## config.mk

```make
export PLATFORM = sky130hd
export DESIGN_NAME = sbq_mac
export DESIGN_NICKNAME = d
export VERILOG_FILES = /design/src/hdl/sbq_pkg.sv /design/src/hdl/sbq_mac.sv
export SDC_FILE = /design/constraint.sdc
export NUM_CORES = 2
export LEC_CHECK = 0
export ABC_AREA = 1
export ABC_CLOCK_PERIOD_IN_PS = 6600
export BUFFER_PORTS_ARGS = -buffer_cell sky130_fd_sc_hd__buf_4
export CELL_PAD_IN_SITES_DETAIL_PLACEMENT = 1
export CELL_PAD_IN_SITES_GLOBAL_PLACEMENT = 1
export CORE_MARGIN = 1
export CORE_UTILIZATION = 43
export DETAILED_ROUTE_END_ITERATION = 8
export PLACE_DENSITY = 0.85
export SETUP_SLACK_MARGIN = 0.4
export SLEW_MARGIN = 20
export SYNTH_ARGS = -nofsm -noshare
export SYNTH_HDL_FRONTEND = slang
export SYNTH_SLANG_ARGS = --single-unit
export TNS_END_PERCENT = 50
```

## constraint.sdc

```tcl
create_clock -name aclk -period 6.6 [get_ports aclk]
set_clock_uncertainty 0.1 [all_clocks]
set_input_delay 0.33 -clock aclk [delete_from_list [all_inputs] [get_ports aclk]]
set_output_delay 0.33 -clock aclk [all_outputs]
set_load 0.1 [all_outputs]
```

## src/hdl/sbq_pkg.sv

```systemverilog
// Shared types, constants and the tanh table of the saturating biquad cascade.
`default_nettype none
package sbq_pkg;

    // Internal number formats
    localparam int SIG_W   = 36;   // section signal, Q13.23
    localparam int DLY_W   = 40;   // delay state, Q17.23
    localparam int CQ_W    = 26;   // coefficient, Q3.22
    localparam int SQ_W    = 24;   // sample, Q1.23
    localparam int ACC_W   = 64;   // accumulator
    localparam int MB_W    = 14;   // signed slice of the short operand
    localparam int SLICE_W = 13;   // bits of the short operand per pass
    localparam int PROD_W  = SIG_W + MB_W;
    localparam int NCOEF   = 5;
    localparam int TANH_SEGS = 256;
    localparam int TV_W    = 24;   // tanh table value, Q.23

    // Coefficient slots within a section
    localparam logic [2:0] COEF_B0 = 3'd0;
    localparam logic [2:0] COEF_B1 = 3'd1;
    localparam logic [2:0] COEF_B2 = 3'd2;
    localparam logic [2:0] COEF_A1 = 3'd3;
    localparam logic [2:0] COEF_A2 = 3'd4;

    // Configuration register indexes
    localparam logic [1:0] REG_DRIVE    = 2'd0;
    localparam logic [1:0] REG_SAT_EN   = 2'd1;
    localparam logic [1:0] REG_SAT_PRE  = 2'd2;
    localparam logic [1:0] REG_SAT_POST = 2'd3;

    // Item kinds
    localparam logic KIND_SAMPLE = 1'b0;
    localparam logic KIND_COEF   = 1'b1;

    // Control of one pass through the shared multiply-accumulate unit
    typedef struct packed {
        logic valid;  // issue a partial product this cycle
        logic load;   // start a new sum with this partial product
        logic sub;    // subtract instead of add
        logic hi;     // upper slice of the short operand
    } mac_ctl_t;

    typedef logic [TANH_SEGS:0][TV_W-1:0] tanh_tab_t;

    // Unsigned quotient by shift and subtract, used only while building the table
    function automatic longint unsigned udiv64(longint unsigned n, longint unsigned dv);
        longint unsigned q;
        longint unsigned r;
        q = '0;
        r = '0;
        for (int b = 63; b >= 0; b--) begin
            r = {r[62:0], n[b]};
            if (r >= dv) begin
                r    = r - dv;
                q[b] = 1'b1;
            end
        end
        return q;
    endfunction

    // Build tanh(k/64) in Q.23 from the integer decay recurrence
    function automatic tanh_tab_t build_tanh();
        tanh_tab_t t;
        longint unsigned d;
        longint unsigned num;
        longint unsigned den;
        t = '0;
        d = 64'd1 << 30;
        for (int k = 1; k <= TANH_SEGS; k++) begin
            d   = (d * 64'd1040706261 + (64'd1 << 29)) >> 30;
            num = ((64'd1 << 30) - d) << 23;
            den = (64'd1 << 30) + d;
            t[k] = TV_W'(udiv64(num + (den >> 1), den));
        end
        return t;
    endfunction

    localparam tanh_tab_t TANH_TAB = build_tanh();

    // Clamp a signed value to a two's complement range of the given width
    function automatic logic signed [ACC_W-1:0] sat_w(logic signed [ACC_W-1:0] v,
                                                      int unsigned bits);
        logic signed [ACC_W-1:0] hi;
        logic signed [ACC_W-1:0] lo;
        hi = (64'sd1 <<< (bits - 1)) - 64'sd1;
        lo = -hi - 64'sd1;
        if (v > hi)
            return hi;
        else if (v < lo)
            return lo;
        return v;
    endfunction

endpackage
`default_nettype wire

```

## src/hdl/sbq_mac.sv

```systemverilog
// Shared multiply-accumulate unit: one sliced multiply per cycle, registered product.
`default_nettype none
module sbq_mac (
    input  wire logic                                aclk,
    input  wire logic                                aresetn,
    input  wire sbq_pkg::mac_ctl_t                   ctl,
    input  wire logic signed [sbq_pkg::SIG_W-1:0]    op_a,
    input  wire logic        [sbq_pkg::CQ_W-1:0]     op_b,
    output logic signed      [sbq_pkg::ACC_W-1:0]    acc
);
    import sbq_pkg::*;

    mac_ctl_t                  ctl_d_reg;
    logic signed [PROD_W-1:0]  prod_reg;
    logic signed [ACC_W-1:0]   acc_reg;
    logic signed [MB_W-1:0]    b_slice;
    logic signed [ACC_W-1:0]   term;
    logic signed [ACC_W-1:0]   base;

    // Pick the low slice unsigned or the high slice signed
    always_comb begin
        if (ctl.hi)
            b_slice = MB_W'(signed'(op_b[CQ_W-1:SLICE_W]));
        else
            b_slice = signed'({1'b0, op_b[SLICE_W-1:0]});
    end

    // Multiply stage
    always_ff @(posedge aclk) begin
        if (ctl.valid)
            prod_reg <= op_a * b_slice;
    end

    always_ff @(posedge aclk) begin
        if (!aresetn)
            ctl_d_reg <= '0;
        else
            ctl_d_reg <= ctl;
    end

    // Accumulate stage
    always_comb begin
        term = ACC_W'(prod_reg);
        if (ctl_d_reg.hi)
            term = term <<< SLICE_W;
        base = ctl_d_reg.load ? '0 : acc_reg;
    end

    always_ff @(posedge aclk) begin
        if (ctl_d_reg.valid)
            acc_reg <= ctl_d_reg.sub ? base - term : base + term;
    end

    assign acc = acc_reg;

    a_hi_after_lo: assert property (@(posedge aclk) disable iff (!aresetn)
        ctl.valid && ctl.hi |-> $past(ctl.valid && !ctl.hi))
        else $error("upper slice issued without lower slice");
    a_hi_no_load: assert property (@(posedge aclk) disable iff (!aresetn)
        ctl.valid && ctl.hi |-> !ctl.load)
        else $error("upper slice restarts the sum");
    a_hi_same_sign: assert property (@(posedge aclk) disable iff (!aresetn)
        ctl.valid && ctl.hi |-> ctl.sub == $past(ctl.sub))
        else $error("slices of one product differ in sign");

endmodule
`default_nettype wire

```

* After elaboration in Yosys (flattened, before gate mapping)
Cells that the tools add are included.
** Cells by class
- Add/subtract/negate cells :: 2
- Multipliers :: 1
- Mux-type cells :: 4
** Operators by type and width (number)
- 64-bit 2-to-1 mux :: 2
- 64-bit by 63-bit adder with 64-bit output :: 1
- 64-bit by 63-bit subtractor with 64-bit output :: 1
- 62-bit 2-to-1 mux :: 1
- 36-bit by 14-bit multiplier with 50-bit output :: 1
- 14-bit 2-to-1 mux :: 1
** Word-level totals
- Register bits :: 118
- Input port bits :: 68
- Output and inout bits :: 64
- Word-level logic and storage cells :: 13

* Depth between registers and ports, before layout
- Word-level depth :: 3
- Mapped depth :: 31
- Depth with buffers taken out :: 29

* Worst setup path after synthesis
No wires, ideal clock.
- Kind :: in2reg
- From :: input port ctl[0] in the netlist's numbering
- To :: register prod_reg[44], data pin
- Setup time :: 0.253 ns
- Data arrival time :: 5.933 ns
- Required time :: 6.247 ns
- Setup slack :: 0.314 ns
- Stages :: 25
- Buffers on the path :: 2
- Cell sequence :: clkbuf_1 > mux2i_1 > clkbuf_1 > nor2_1 > ha_1 > fa_1 > inv_1 > fa_1 > inv_1 > fa_1 > fa_1 > inv_1 > fa_1 > inv_1 > ha_1 > nand2_1 > nor2_1 > inv_1 > nor2_1 > nand2_1 > o21bai_1 > nand3_1 > nand2_1 > inv_1 > nor2_1
** On the way
- Word-level cells in the longest chain between the ends :: 2
** RTL lines
- start, declared :: RTL line sbq_mac.sv:6 : input wire sbq_pkg::mac_ctl_t ctl,
- 14-bit 2-to-1 mux :: RTL line sbq_mac.sv:22 : if (ctl.hi)
- 36-bit by 14-bit multiplier with 50-bit output :: RTL line sbq_mac.sv:31 : prod_reg <= op_a * b_slice;
- end signal, assigned :: RTL line sbq_mac.sv:31
- end, declared :: RTL line sbq_mac.sv:14 : logic signed [PROD_W-1:0] prod_reg;
Every way passes these cells.
A chain may end at the register's enable or synchronous reset.

* Final worst setup path
- From :: input port ctl[0] in the netlist's numbering
- To :: register prod_reg[38], data pin
The elaborated chain is that of the path after synthesis.

==> key figures <==
Clock tree
  – Clk Latency, worst-skew pair: 0.46 ns
  – Clock Path Buffers: 2
  – H-tree depth: 4
  – Root buffer cell: clkbuf_16
  – CTS tree: done
  – CTS Sinks: 118
  – Total CTS buffers: 17
  – Clock-pin slew on the worst setup and hold paths: 0.06 ns

Drt
  – # DRC: 0
  – Average routed wire per standard cell: 23.97 um
  – Vias/cell: 5.578
  – Vias: 30173
  – 1st-iter DRT viols: 1763
  – WL final: 129600 um
  – First-pass iteration count of the detailed router: 5
  – Post-route ant nets: 0

Synth
  – Post-synthesis cell count: 4190
  – Seq cells post-synth: 118
  – Synth unique cells: 47
  – Syn. warnings: 0
  – Post-synthesis sequential area ratio: 0.1176
  – Synth Area per Inst: slightly above 7 um^2
  – Ys flop type: edfxtp_1
  – Async SR Flop Fraction: 0
  – Syn_nets: 4893
  – Post-synth EDFFs: roughly 110
  – Cell Area, Synth: 29800 um^2

STA
  – Crit path time final: 6.521 ns
  – Slew Limit Headroom: 0.3094
  – Fin. max-slew vios: 0
  – Fin crit share: 0.9881
  – Slew @ Worst Pin: 1.025 ns
  – Fmax: 153.3 MHz
  – Setup TNS: 0 ns
  – Final setup viols: 0
  – RSZ-0062 raised after global routing: yes
  – Count of final hold-check violations: 0

Global route
  – Initial antenna violation count: 3
  – Largest net degree at the start of global routing: 78
  – Vias in the first global route: 32138
  – Total GRT Usage: 0.3267
  – First-pass GRT wire length: 175800 um
  – Total gr overflow: 0

Final layout
  – Commonest non-fill, non-tap cell in the layout: nand2_1
  – Layout cells sized above 1: 0.1581
  – Commonest non-fill, non-tap cells in the layout: 896 x nand2_1, 887 x inv_1, 616 x nor2_1, 446 x fa_1, 312 x buf_4
  – Max reg flops: 64
  – Area Overhead vs Synth: 18.63%
  – Filler cells: 8673
  – Nets: 5167

Worst setup path
  – R2R setup slack: 1.46 ns
  – Slowest cell on crit path: fa_1
  – Startpoint types: input pin
  – Element type at the critical path end: register
  – Worst path arrival time: 6.63 ns
  – Worst-case reg-to-reg path depth: 22
  – Worst R2R Start: ctl_d_reg[0]
  – Worst path most repeated cell: fa_1
  – Critical path class: in -> reg
  – CP required: 6.71 ns
  – CP max stage delay: 0.62 ns
  – R2R Path End: acc[63]
  – Critical Path Fanout Max: 12

Floorplanning
  – Height of the chip: 265.3 um
  – Die footprint: 70370 um^2
  – Initial core utilization: 0.4345
  – Core area: 68590 um^2
  – Chip Width: roughly 270 um
  – I/O pins: 132
  – Row cnt: 96

Hold path
  – Hold Path Cell Cnt: 5
  – Min-delay worst type: in -> reg
  – Hold path endpoint: ctl_d_reg[0]
  – Min-delay src: ctl[0]

Job
  – Maximum capacitance violations: 0

Placed design
  – Final Wtd Congestion: slightly below 1
  – Post-DP HPWL: approximately 98000 um
  – Port Buf Inserts: 131

Status
  – Outcome: finished clean
## synth_stat cells (2+ instances only)
cell / count / area share
a21boi_0: 4 / 0.0010
a21o_1: 13 / 0.0033
a21oi_1: 165 / 0.028
a31oi_1: 4 / 0.00084
and2_1: 3 / 0.00063
and3_1: 6 / 0.0013
buf_1: 32 / 0.0040
buf_4: 5 / 0.0013
buf_6: 6 / 0.0023
clkbuf_1: 57 / 0.0072
clkinv_1: 4 / 0.00050
dfxtp_1: 4 / 0.0027
edfxtp_1: 114 / 0.11
fa_1: 460 / 0.31
ha_1: 175 / 0.073
inv_1: 913 / 0.11
inv_2: 7 / 0.00088
mux2i_1: 2 / 0.00067
nand2_1: 942 / 0.12
nand2_2: 28 / 0.0059
nand2_4: 2 / 0.00076
nand3_1: 135 / 0.023
nand3b_1: 4 / 0.0010
nand4_1: 30 / 0.0063
nor2_1: 673 / 0.085
nor2_2: 16 / 0.0034
nor2_4: 8 / 0.0030
nor3_1: 29 / 0.0049
nor3_4: 2 / 0.0011
nor4_1: 8 / 0.0017
o211ai_1: 3 / 0.00076
o21a_1: 7 / 0.0018
o21ai_0: 119 / 0.020
o21ai_1: 25 / 0.0042
o21ai_2: 5 / 0.0015
o21bai_1: 20 / 0.0050
or2_2: 22 / 0.0046
xnor2_1: 23 / 0.0068
xor2_1: 107 / 0.031
## per-stage QoR
step / util / hold slack, ns / worst slack, ns / instance area, um^2 / std cells
after floorplan: - / 0.3235 / 0.4353 / 29810 / 4190
after global placement: 0.4832 / 0.4303 / -0.4591 / 33140 / 5330
after detailed placement: 0.4832 / 0.4215 / -0.6450 / 33140 / 5330
after CTS: 0.4964 / 0.3331 / 0.3581 / 34050 / 5372
after global routing: 0.5155 / 0.3219 / -0.03395 / 35350 / 5408
final: 0.5155 / 0.3194 / 0.07855 / 35360 / 5409
## final cells by class
class | count | area (um^2) | share of cell area
multi-input combinational | 3045 | 23390 | 0.6617
sequential | 118 | 3507 | 0.09920
inverter | 925 | 3503 | 0.09909
timing repair buffer | 357 | 3139 | 0.08879
tap | 931 | 1165 | 0.03295
clock buffer | 17 | 425.4 | 0.01203
clock inverter | 15 | 219.0 | 0.006193
antenna | 1 | 2.502 | 0.00007078
## worst max path at each step
stage	start	endpoint	cells after the start
5_1_grt	ctl[0]	prod_reg[38]	28
6_report	ctl[0]	prod_reg[38]	28
4_1_cts	ctl[0]	prod_reg[46]	29
3_3_place_gp	ctl[0]	prod_reg[46]	28
3_5_place_dp	ctl[0]	prod_reg[46]	27
2_1_floorplan	ctl[0]	prod_reg[42]	27
## critical path, delay by kind of cell
kind | cells | cell delay [ns]
AO/OA/AOI/OAI | 1 | 0.14
adder cells (fa/ha/maj) | 7 | 3.64
buffers and inverters | 11 | 1.13
AND/OR/NAND/NOR | 9 | 1.36
## cells by family after synthesis
family          Yosys count  synth area share
compound gates          367           0.06663
xor+xnor                130           0.03820
fa+ha+maj               635            0.3825
buf+inv                1027            0.1326
flops                   118            0.1176
mux                       2         0.0006718
simple gates           1911            0.2619
## per-layer routing
layer	vias up	track usage	wire length, um
li1	13109	-	-
met1	14779	0.3531	44680
met2	1565	0.6074	64380
met3	716	0.03286	8028
met4	4	0.2076	12520
met5	-	0	28
## what timing repair did
item,4_1_cts,5_1_grt
endpoints found under the hold margin,4,0
pin swaps,5,85
endpoints found under the setup margin,24,35
setup buffers,6,32
gates cloned,0,4
hold buffers,4,0
resized for setup,54,270
Power is left out: the tool's default activity adds up to more than one toggle a clock period on the data nets, which glitch-free logic cannot reach.
